`src/hdl/rq_pkg.sv`:
```
// ============================================================================
// rq_pkg
// Shared types and constants of the ring queue with search.
// ============================================================================
package rq_pkg;

   localparam int RING_DEPTH = 64;
   localparam int SLOT_W     = $clog2(RING_DEPTH);
   localparam int OCC_W      = $clog2(RING_DEPTH + 1);
   localparam int CAP_W      = 7;
   localparam int WORD_W     = 32;
   localparam int KIND_W     = 3;
   localparam int STAT_W     = 2;
   localparam int RSP_BITS   = WORD_W + SLOT_W + OCC_W + 1;
   localparam int RSP_W      = ((RSP_BITS + 7) / 8) * 8;

   typedef enum logic [KIND_W-1:0] {
      KIND_ENQ    = 3'd0,
      KIND_DEQ    = 3'd1,
      KIND_PEEK   = 3'd2,
      KIND_CLEAR  = 3'd3,
      KIND_SEARCH = 3'd4
   } kind_type;

   typedef enum logic [STAT_W-1:0] {
      STAT_OK       = 2'd0,
      STAT_REFUSED  = 2'd1,
      STAT_NOTFOUND = 2'd2
   } status_type;

   typedef enum logic [1:0] {
      ST_IDLE,
      ST_EXEC,
      ST_READ,
      ST_SCAN
   } state_type;

   typedef struct packed {
      status_type          status;
      logic [WORD_W-1:0]   data;
      logic [SLOT_W-1:0]   slot;
      logic [OCC_W-1:0]    occupancy;
      logic                is_full;
   } result_type;

endpackage

```
`src/hdl/ring_queue_with_search.sv`:
```
// ============================================================================
// ring_queue_with_search
// Circular queue of 32-bit words in a synchronous ring store, with search.
// ============================================================================
//
//  channel  dir  handshake              payload
//  -------  ---  ---------------------  ------------------------------------
//  req_     in   req_tvalid/req_tready  tuser: kind, tdata: value
//  rsp_     out  rsp_tvalid/rsp_tready  tuser: status, tdata: data, slot,
//                                       occupancy, is_full
//  csr_     in   csr_valid/csr_ready    capacity_in_use (empties the queue)
//
//  Enqueue, clear and unknown kinds finish in the execute state, dequeue
//  and peek add one ring store read, which is skipped when refused on an
//  empty queue. Search compares the entries up to the first match, one per
//  cycle through the single read port.
//  Reset empties the queue and sets the capacity to 64; the ring store
//  itself is not cleared. A new word is taken while the previous result
//  still waits in the output register; a stalled output holds the sequencer.
//
module ring_queue_with_search
   import rq_pkg::*;
(
   input  logic              clock,
   input  logic              reset,

   input  logic              req_tvalid,
   output logic              req_tready,
   input  logic [WORD_W-1:0] req_tdata,   // value
   input  logic [KIND_W-1:0] req_tuser,   // kind

   output logic              rsp_tvalid,
   input  logic              rsp_tready,
   output logic [RSP_W-1:0]  rsp_tdata,   // data, slot, occupancy, is_full, zero pad
   output logic [STAT_W-1:0] rsp_tuser,   // status

   input  logic              csr_valid,
   output logic              csr_ready,
   input  logic [CAP_W-1:0]  csr_data     // capacity_in_use
);

   logic [OCC_W-1:0] cap_ff, cap_in;
   logic             csr_write;
   logic             rsp_valid_ff, rsp_valid_in;
   result_type       rsp_ff;
   logic             out_free;
   logic             res_valid;
   result_type       res;

   // capacity register: always writable, stores the effective value
   assign csr_ready = 1'b1;
   assign csr_write = csr_valid && csr_ready;

   always_comb begin
      if (csr_data == '0) begin
         cap_in = OCC_W'(1);
      end else if (32'(csr_data) > 32'(RING_DEPTH)) begin
         cap_in = OCC_W'(RING_DEPTH);
      end else begin
         cap_in = OCC_W'(csr_data);
      end
   end

   always_ff @(posedge clock) begin
      if (reset) begin
         cap_ff <= OCC_W'(RING_DEPTH);
      end else if (csr_write) begin
         cap_ff <= cap_in;
      end
   end

   rq_core u_core (
      .clock    (clock),
      .reset    (reset),
      .req_valid(req_tvalid),
      .req_ready(req_tready),
      .req_kind (req_tuser),
      .req_value(req_tdata),
      .cap      (cap_ff),
      .flush    (csr_write),
      .out_free (out_free),
      .res_valid(res_valid),
      .res      (res)
   );

   // output register: load a finished result when empty or being drained
   assign out_free = !rsp_valid_ff || rsp_tready;

   always_comb begin
      rsp_valid_in = rsp_valid_ff;
      if (res_valid) begin
         rsp_valid_in = 1'b1;
      end else if (rsp_tready) begin
         rsp_valid_in = 1'b0;
      end
   end

   always_ff @(posedge clock) begin
      if (reset) begin
         rsp_valid_ff <= 1'b0;
      end else begin
         rsp_valid_ff <= rsp_valid_in;
      end
   end

   always_ff @(posedge clock) begin
      if (res_valid) begin
         rsp_ff <= res;
      end
   end

   assign rsp_tvalid = rsp_valid_ff;
   assign rsp_tuser  = rsp_ff.status;
   assign rsp_tdata  = RSP_W'({rsp_ff.is_full, rsp_ff.occupancy, rsp_ff.slot, rsp_ff.data});

endmodule

```
`src/hdl/rq_ram.sv`:
```
// ============================================================================
// rq_ram
// Generic single-write, single-read RAM with a registered read port.
// ============================================================================
module rq_ram #(
   parameter int WIDTH = 32,
   parameter int DEPTH = 64
) (
   input  logic                     clock,
   input  logic                     wr_en,
   input  logic [$clog2(DEPTH)-1:0] wr_addr,
   input  logic [WIDTH-1:0]         wr_data,
   input  logic [$clog2(DEPTH)-1:0] rd_addr,
   output logic [WIDTH-1:0]         rd_data
);

   logic [WIDTH-1:0] mem_ff [DEPTH];
   logic [WIDTH-1:0] rd_data_ff;

   always_ff @(posedge clock) begin
      if (wr_en) begin
         mem_ff[wr_addr] <= wr_data;
      end
      rd_data_ff <= mem_ff[rd_addr];
   end

   assign rd_data = rd_data_ff;

endmodule

```
`src/hdl/rq_core.sv`:
```
// ============================================================================
// rq_core
// Request sequencer: pointers, count, ring store access and search walk.
// ============================================================================
module rq_core
   import rq_pkg::*;
(
   input  logic              clock,
   input  logic              reset,
   input  logic              req_valid,
   output logic              req_ready,
   input  logic [KIND_W-1:0] req_kind,
   input  logic [WORD_W-1:0] req_value,
   input  logic [OCC_W-1:0]  cap,
   input  logic              flush,
   input  logic              out_free,
   output logic              res_valid,
   output result_type        res
);

   state_type           state_ff, state_in;
   logic [KIND_W-1:0]   kind_ff;
   logic [WORD_W-1:0]   value_ff;
   logic [SLOT_W-1:0]   head_ff, head_in;
   logic [SLOT_W-1:0]   tail_ff, tail_in;
   logic [OCC_W-1:0]    count_ff, count_in;
   logic [SLOT_W-1:0]   scan_ff, scan_in;
   logic [OCC_W-1:0]    seen_ff, seen_in;

   logic                mem_wr_en;
   logic [SLOT_W-1:0]   mem_rd_addr;
   logic [WORD_W-1:0]   mem_rd_data;

   logic                full;
   logic                empty;
   logic                hit;
   logic                last;

   // advance a slot pointer around the active ring
   function automatic logic [SLOT_W-1:0] wrap_inc(logic [SLOT_W-1:0] p,
                                                  logic [OCC_W-1:0] c);
      logic [OCC_W-1:0] n;
      n = OCC_W'(p) + 1'b1;
      return (n >= c) ? '0 : n[SLOT_W-1:0];
   endfunction

   assign full  = (count_ff >= cap);
   assign empty = (count_ff == '0);
   assign hit   = (mem_rd_data == value_ff);
   assign last  = ((seen_ff + 1'b1) == count_ff);

   assign req_ready = (state_ff == ST_IDLE);

   rq_ram #(
      .WIDTH(WORD_W),
      .DEPTH(RING_DEPTH)
   ) u_ring (
      .clock  (clock),
      .wr_en  (mem_wr_en),
      .wr_addr(tail_ff),
      .wr_data(value_ff),
      .rd_addr(mem_rd_addr),
      .rd_data(mem_rd_data)
   );

   // next state
   always_comb begin
      state_in = state_ff;
      case (state_ff)
         ST_IDLE: begin
            if (req_valid) state_in = ST_EXEC;
         end
         ST_EXEC: begin
            case (kind_ff)
               KIND_DEQ, KIND_PEEK: begin
                  if (!empty) state_in = ST_READ;
                  else if (out_free) state_in = ST_IDLE;
               end
               KIND_SEARCH: begin
                  if (!empty) state_in = ST_SCAN;
                  else if (out_free) state_in = ST_IDLE;
               end
               default: begin
                  if (out_free) state_in = ST_IDLE;
               end
            endcase
         end
         ST_READ: begin
            if (out_free) state_in = ST_IDLE;
         end
         ST_SCAN: begin
            if ((hit || last) && out_free) state_in = ST_IDLE;
         end
         default: state_in = ST_IDLE;
      endcase
   end

   // datapath and result
   always_comb begin
      head_in       = head_ff;
      tail_in       = tail_ff;
      count_in      = count_ff;
      scan_in       = scan_ff;
      seen_in       = seen_ff;
      mem_wr_en     = 1'b0;
      mem_rd_addr   = head_ff;
      res_valid     = 1'b0;
      res.status    = STAT_OK;
      res.data      = '0;
      res.slot      = '0;
      case (state_ff)
         ST_EXEC: begin
            case (kind_ff)
               KIND_ENQ: begin
                  if (out_free) begin
                     res_valid = 1'b1;
                     if (full) begin
                        res.status = STAT_REFUSED;
                     end else begin
                        mem_wr_en = 1'b1;
                        tail_in   = wrap_inc(tail_ff, cap);
                        count_in  = count_ff + 1'b1;
                     end
                  end
               end
               KIND_DEQ, KIND_PEEK: begin
                  if (empty && out_free) begin
                     res_valid  = 1'b1;
                     res.status = STAT_REFUSED;
                  end
               end
               KIND_SEARCH: begin
                  scan_in = head_ff;
                  seen_in = '0;
                  if (empty && out_free) begin
                     res_valid  = 1'b1;
                     res.status = STAT_NOTFOUND;
                  end
               end
               KIND_CLEAR: begin
                  if (out_free) begin
                     res_valid = 1'b1;
                     head_in   = '0;
                     tail_in   = '0;
                     count_in  = '0;
                  end
               end
               default: begin
                  res_valid = out_free;
               end
            endcase
         end
         ST_READ: begin
            if (out_free) begin
               res_valid = 1'b1;
               res.data  = mem_rd_data;
               if (kind_ff == KIND_DEQ) begin
                  head_in  = wrap_inc(head_ff, cap);
                  count_in = count_ff - 1'b1;
               end
            end
         end
         ST_SCAN: begin
            if (hit) begin
               if (out_free) begin
                  res_valid = 1'b1;
                  res.slot  = scan_ff;
               end
            end else if (last) begin
               if (out_free) begin
                  res_valid  = 1'b1;
                  res.status = STAT_NOTFOUND;
               end
            end else begin
               scan_in = wrap_inc(scan_ff, cap);
               seen_in = seen_ff + 1'b1;
            end
            mem_rd_addr = scan_in;
         end
         default: begin
         end
      endcase
      res.occupancy = count_in;
      res.is_full   = (count_in >= cap);
   end

   always_ff @(posedge clock) begin
      if (reset) begin
         state_ff <= ST_IDLE;
         head_ff  <= '0;
         tail_ff  <= '0;
         count_ff <= '0;
      end else begin
         state_ff <= state_in;
         if (flush) begin
            head_ff  <= '0;
            tail_ff  <= '0;
            count_ff <= '0;
         end else begin
            head_ff  <= head_in;
            tail_ff  <= tail_in;
            count_ff <= count_in;
         end
      end
   end

   always_ff @(posedge clock) begin
      if (req_valid && req_ready) begin
         kind_ff  <= req_kind;
         value_ff <= req_value;
      end
      scan_ff <= scan_in;
      seen_ff <= seen_in;
   end

endmodule

```
`config.mk`:
```
export PLATFORM = sky130hd
export DESIGN_NAME = ring_queue_with_search
export DESIGN_NICKNAME = d
export VERILOG_FILES = /design/src/hdl/rq_pkg.sv /design/src/hdl/ring_queue_with_search.sv /design/src/hdl/rq_ram.sv /design/src/hdl/rq_core.sv
export SDC_FILE = /design/constraint.sdc
export NUM_CORES = 2
export LEC_CHECK = 0
export BUFFER_PORTS_ARGS = -buffer_cell sky130_fd_sc_hd__buf_2
export CORE_MARGIN = 3
export CORE_UTILIZATION = 45
export CTS_CLUSTER_DIAMETER = 60
export CTS_CLUSTER_SIZE = 40
export DETAILED_ROUTE_END_ITERATION = 8
export REMOVE_ABC_BUFFERS = 1
export SETUP_SLACK_MARGIN = 0.15
export SLEW_MARGIN = 20
export SYNTH_ARGS = -nofsm -noshare
export SYNTH_HDL_FRONTEND = slang
export SYNTH_SLANG_ARGS = --single-unit
```
`constraint.sdc`:
```
create_clock -name clock -period 9.95 [get_ports clock]
set_input_delay 1.99 -clock clock [delete_from_list [all_inputs] [get_ports clock]]
set_output_delay 1.99 -clock clock [all_outputs]
set_load 0.02 [all_outputs]
```
==> reports/metrics.cfg <==
[floorplan]
die_h_um = 450
die_area_um2 = 202000
core_area_um2 = 195000
horiz_die_dim_um = 450
cell_rows = 162
boundaryPins = 100
start_util = 0.454

[routing]
antenna_left = 0
via_per_inst = 5.90
drt_iter0_drc = 5333
routed_wire_length_per_instance_um = 30.0
drt_drc_violations_left = 0
drt_pass1_iterations = 5
via_count = 48146
finalWirelength_um = 245000

[cts]
holdBufCountCts = 0
tritoncts = yes
cts_clk_pin_slew_worst_paths_ps = 90
clkSinkCount = 2205
clock_latency_ps = 830
cts_repair_resize_count = 0
numCtsBuffers = 147
post_cts.repair.setup_buffers = 0
cts_max_level = 4
cts.root.buffer_cell = clkbuf_16
cts-root-to-sink-buffers = 3

[power]
post-layout-total-power_uw = 17200
p_leak_uw = 0.0304
comb_power_share = 0.018
power_per_standard_cell_area_nw_per_um2 = 175
power_switching_share = 0.216
clockPowerShare = 0.386
peakVddDrop_mv = 0.190
power.net_switching_uw = 3720
cell_internal_pwr_uw = 13500
power.share.sequential = 0.596

[global_route]
remaining_global_route_overflow = 0
grt_pass1_vias = 46096
grt_pass1_wl_um = 346000
global_route.usage.total = 0.237
grt_start_max_net_pins = 160
grt_antenna_before_repair = 15

[timing]
grt_setup_unrepaired = no
setup_viol = 0
report.final.hold_viol_count = 0
fin_setup_tns_ps = 0
period_needed_ps = 6880
maxSlewViolCount = 0
layout_worst_path_cycle_share = 0.691
clock.fmax_ghz = 0.145
fin_skew_ps = 39.7
max_slew.worst_pin.slew_ps = 1230
layout_setup_ws_ps = 3070
max-slew-margin-rel = 0.171

[worst_setup_path]
timing.setup.critical_path_class = flop to flop
cp-end-kind = flop
cp_data_arrival_time_ps = 7540
slowest_stage = nor4_2
cp_required_ps = 10620
most_repeated_library_cell_on_the_critical_path = buf_4
startpoint_type_of_the_worst_setup_path = flop
critical-path-max-stage-delay_ps = 870
crit_path_max_fanout = 82
cells_along_the_critical_path = buf_4 > xor2_1 > nor4_1 > nand4_1 > nor3_1 > a221o_4 > buf_12 > buf_4 > mux2i_1 > mux2_2 > o22ai_1 > nor4_2 > buf_4 > nand4_1

[synthesis]
netlist.area_leader.share = 0.727
post_synth_inst_count = 5308
ys.warnings.count = 0
dominantRegCellSynth = edfxtp_1
post_synthesis_instance_area_um2 = 88600
ys_seq_elements = 2205
synth_enable_flop_cells = 2144
yosysTopAreaCell = edfxtp_1
synth_cell_type_count = 72
synth_async_sr_flop_share = 0
synth.area.top_cells = edfxtp_1 73%, mux2i_1 8.1%, mux2_2 4.4%, nand2_1 1.6%, dfxtp_1 1.4%
synth-seq-area-share = 0.741
synth_area_per_cell_um2 = 16.7

[placement]
cell_count_after_placement = 7882
detailed_place_hpwl_um = 133000
dpl_cell_area_um2 = 92800
place_worst_setup_slack_ps = 3040
globalplace.congestion = 0.834
port_buffers = 96

[cells_and_area]
instances_no_fill = 8163
regArea_um2 = 65600
final_layout_fill_cell_count = 15960
multi_input_area_um2 = 21900
layout-drive-gt1-share = 0.177
num-nets-final = 5500
stdcell_area_um2 = 98000
syn2layout_area_growth_pct = 10.6

[hold_path]
hold_path_class = flop to flop

[job]
max_cap_viols = 0

[status]
status = finished, final reports clean

critical path, delay by kind of cell (launching register included):
kind / cells / cell delay [ps]
multiplexers: 2 / 440
AO/OA/AOI/OAI: 2 / 1000
flip-flops: 1 / 420
XOR/XNOR: 1 / 180
AND/OR/NAND/NOR: 5 / 2340
buffers and inverters: 4 / 2060
power by group through the flow:
stage	Clock (uW)	Combinational [uW]	Sequential (uW)
after global routing	7070	327	10200
final	6630	307	10200
after CTS	6750	306	10200
after global placement	0	296	10500
after floorplan	0	58.0	10500
after detailed placement	0	305	10500
cell families (layout without fill, tap and decap cells):
family / Yosys count / after routing / share of synthesized area
other: 2 / 8 / 0.0000848
AND/OR/NAND/NOR: 999 / 999 / 0.0521
XOR/XNOR: 60 / 60 / 0.00617
buffers and inverters: 341 / 566 / 0.0190
multiplexers: 1102 / 1102 / 0.130
adder cells (fa/ha/maj): 46 / 46 / 0.00650
flip-flops: 2205 / 2205 / 0.741
AO/OA/AOI/OAI: 553 / 553 / 0.0454
per-layer routing:
layer	routed length, um	global-route usage	up-vias
met2	117000	0.384	1873
met5	34	0	-
li1	-	-	20971
met1	103000	0.329	24959
met4	8560	0.0830	6
met3	16600	0.0345	337
state kept, by name, indices dropped and copies added, names as in the netlist:
name	count
u_core.count_ff	7
u_core.state_ff	2
u_core.head_ff	6
rsp_tuser	2
rsp_tvalid	1
u_core.seen_ff	7
cap_ff	7
u_core.kind_ff	3
u_core.u_ring.mem_ff	2048
u_core.tail_ff	6
u_core.scan_ff	6
u_core.value_ff	32
u_core.u_ring.rd_data	32
rsp_tdata	46
metrics by stage:
stage	hold WS, ps	util
after floorplan	467	-
after detailed placement	492	0.475
final	505	0.502
after global routing	536	0.502
after global placement	485	0.475
after CTS	506	0.502
cell usage in the layout, fill, tap and decap left out, drive strengths merged, types with 22 or more instances in the layout:
| cell type | Yosys | routed |
|---|---|---|
| a211oi | 138 | 138 |
| a21oi | 81 | 81 |
| a32oi | 35 | 35 |
| and3 | 99 | 99 |
| buf | 195 | 264 |
| clkbuf | 120 | 161 |
| clkinv | 0 | 53 |
| dfxtp | 61 | 61 |
| edfxtp | 2144 | 2144 |
| ha | 46 | 46 |
| inv | 26 | 73 |
| mux2 | 384 | 384 |
| mux2i | 718 | 718 |
| nand2 | 370 | 370 |
| nand3 | 81 | 81 |
| nand4 | 49 | 49 |
| nor2 | 253 | 253 |
| nor4 | 75 | 75 |
| o211a | 30 | 30 |
| o21ai | 22 | 22 |
| o22ai | 131 | 131 |
| o311ai | 34 | 34 |
| o32a | 30 | 30 |
| xor2 | 43 | 43 |
path summary, 6_finish.rpt:
| kind | start | end | slack, ps | depth (start not counted) |
|---|---|---|---|---|
| setup / recovery | u_core.value_ff[2]$_DFFE_PP_ | u_core.u_ring.rd_data[12]$_DFF_P_ | 3070 | 14 |
| hold reg to reg | cap_ff[6]$_SDFFE_PP1P_ | cap_ff[6]$_SDFFE_PP1P_ | 500 | 2 |
| setup reg to reg | u_core.value_ff[2]$_DFFE_PP_ | u_core.u_ring.rd_data[12]$_DFF_P_ | 3070 | 14 |
| hold / removal | cap_ff[6]$_SDFFE_PP1P_ | cap_ff[6]$_SDFFE_PP1P_ | 500 | 2 |
Yosys cell counts, types with 46 or more instances:
| master | n |
|---|---|
| a211oi_1 | 137 |
| a21oi_1 | 81 |
| and3_1 | 99 |
| buf_2 | 138 |
| clkbuf_1 | 120 |
| dfxtp_1 | 61 |
| edfxtp_1 | 2144 |
| ha_1 | 46 |
| mux2_2 | 347 |
| mux2i_1 | 718 |
| nand2_1 | 370 |
| nand3_1 | 81 |
| nand4_1 | 49 |
| nor2_1 | 253 |
| nor4_1 | 75 |
| o22ai_1 | 131 |
layout make-up:
class,count,area share
Sequential cell,2205,0.669
Multi-Input combinational cell,2763,0.224
Clock buffer,161,0.0395
Tap cell,2624,0.0335
Timing Repair Buffer,264,0.0189
Clock inverter,115,0.0136
Inverter,26,0.00112
Antenna cell,5,0.000128
(Power assumes the default switching activity.)
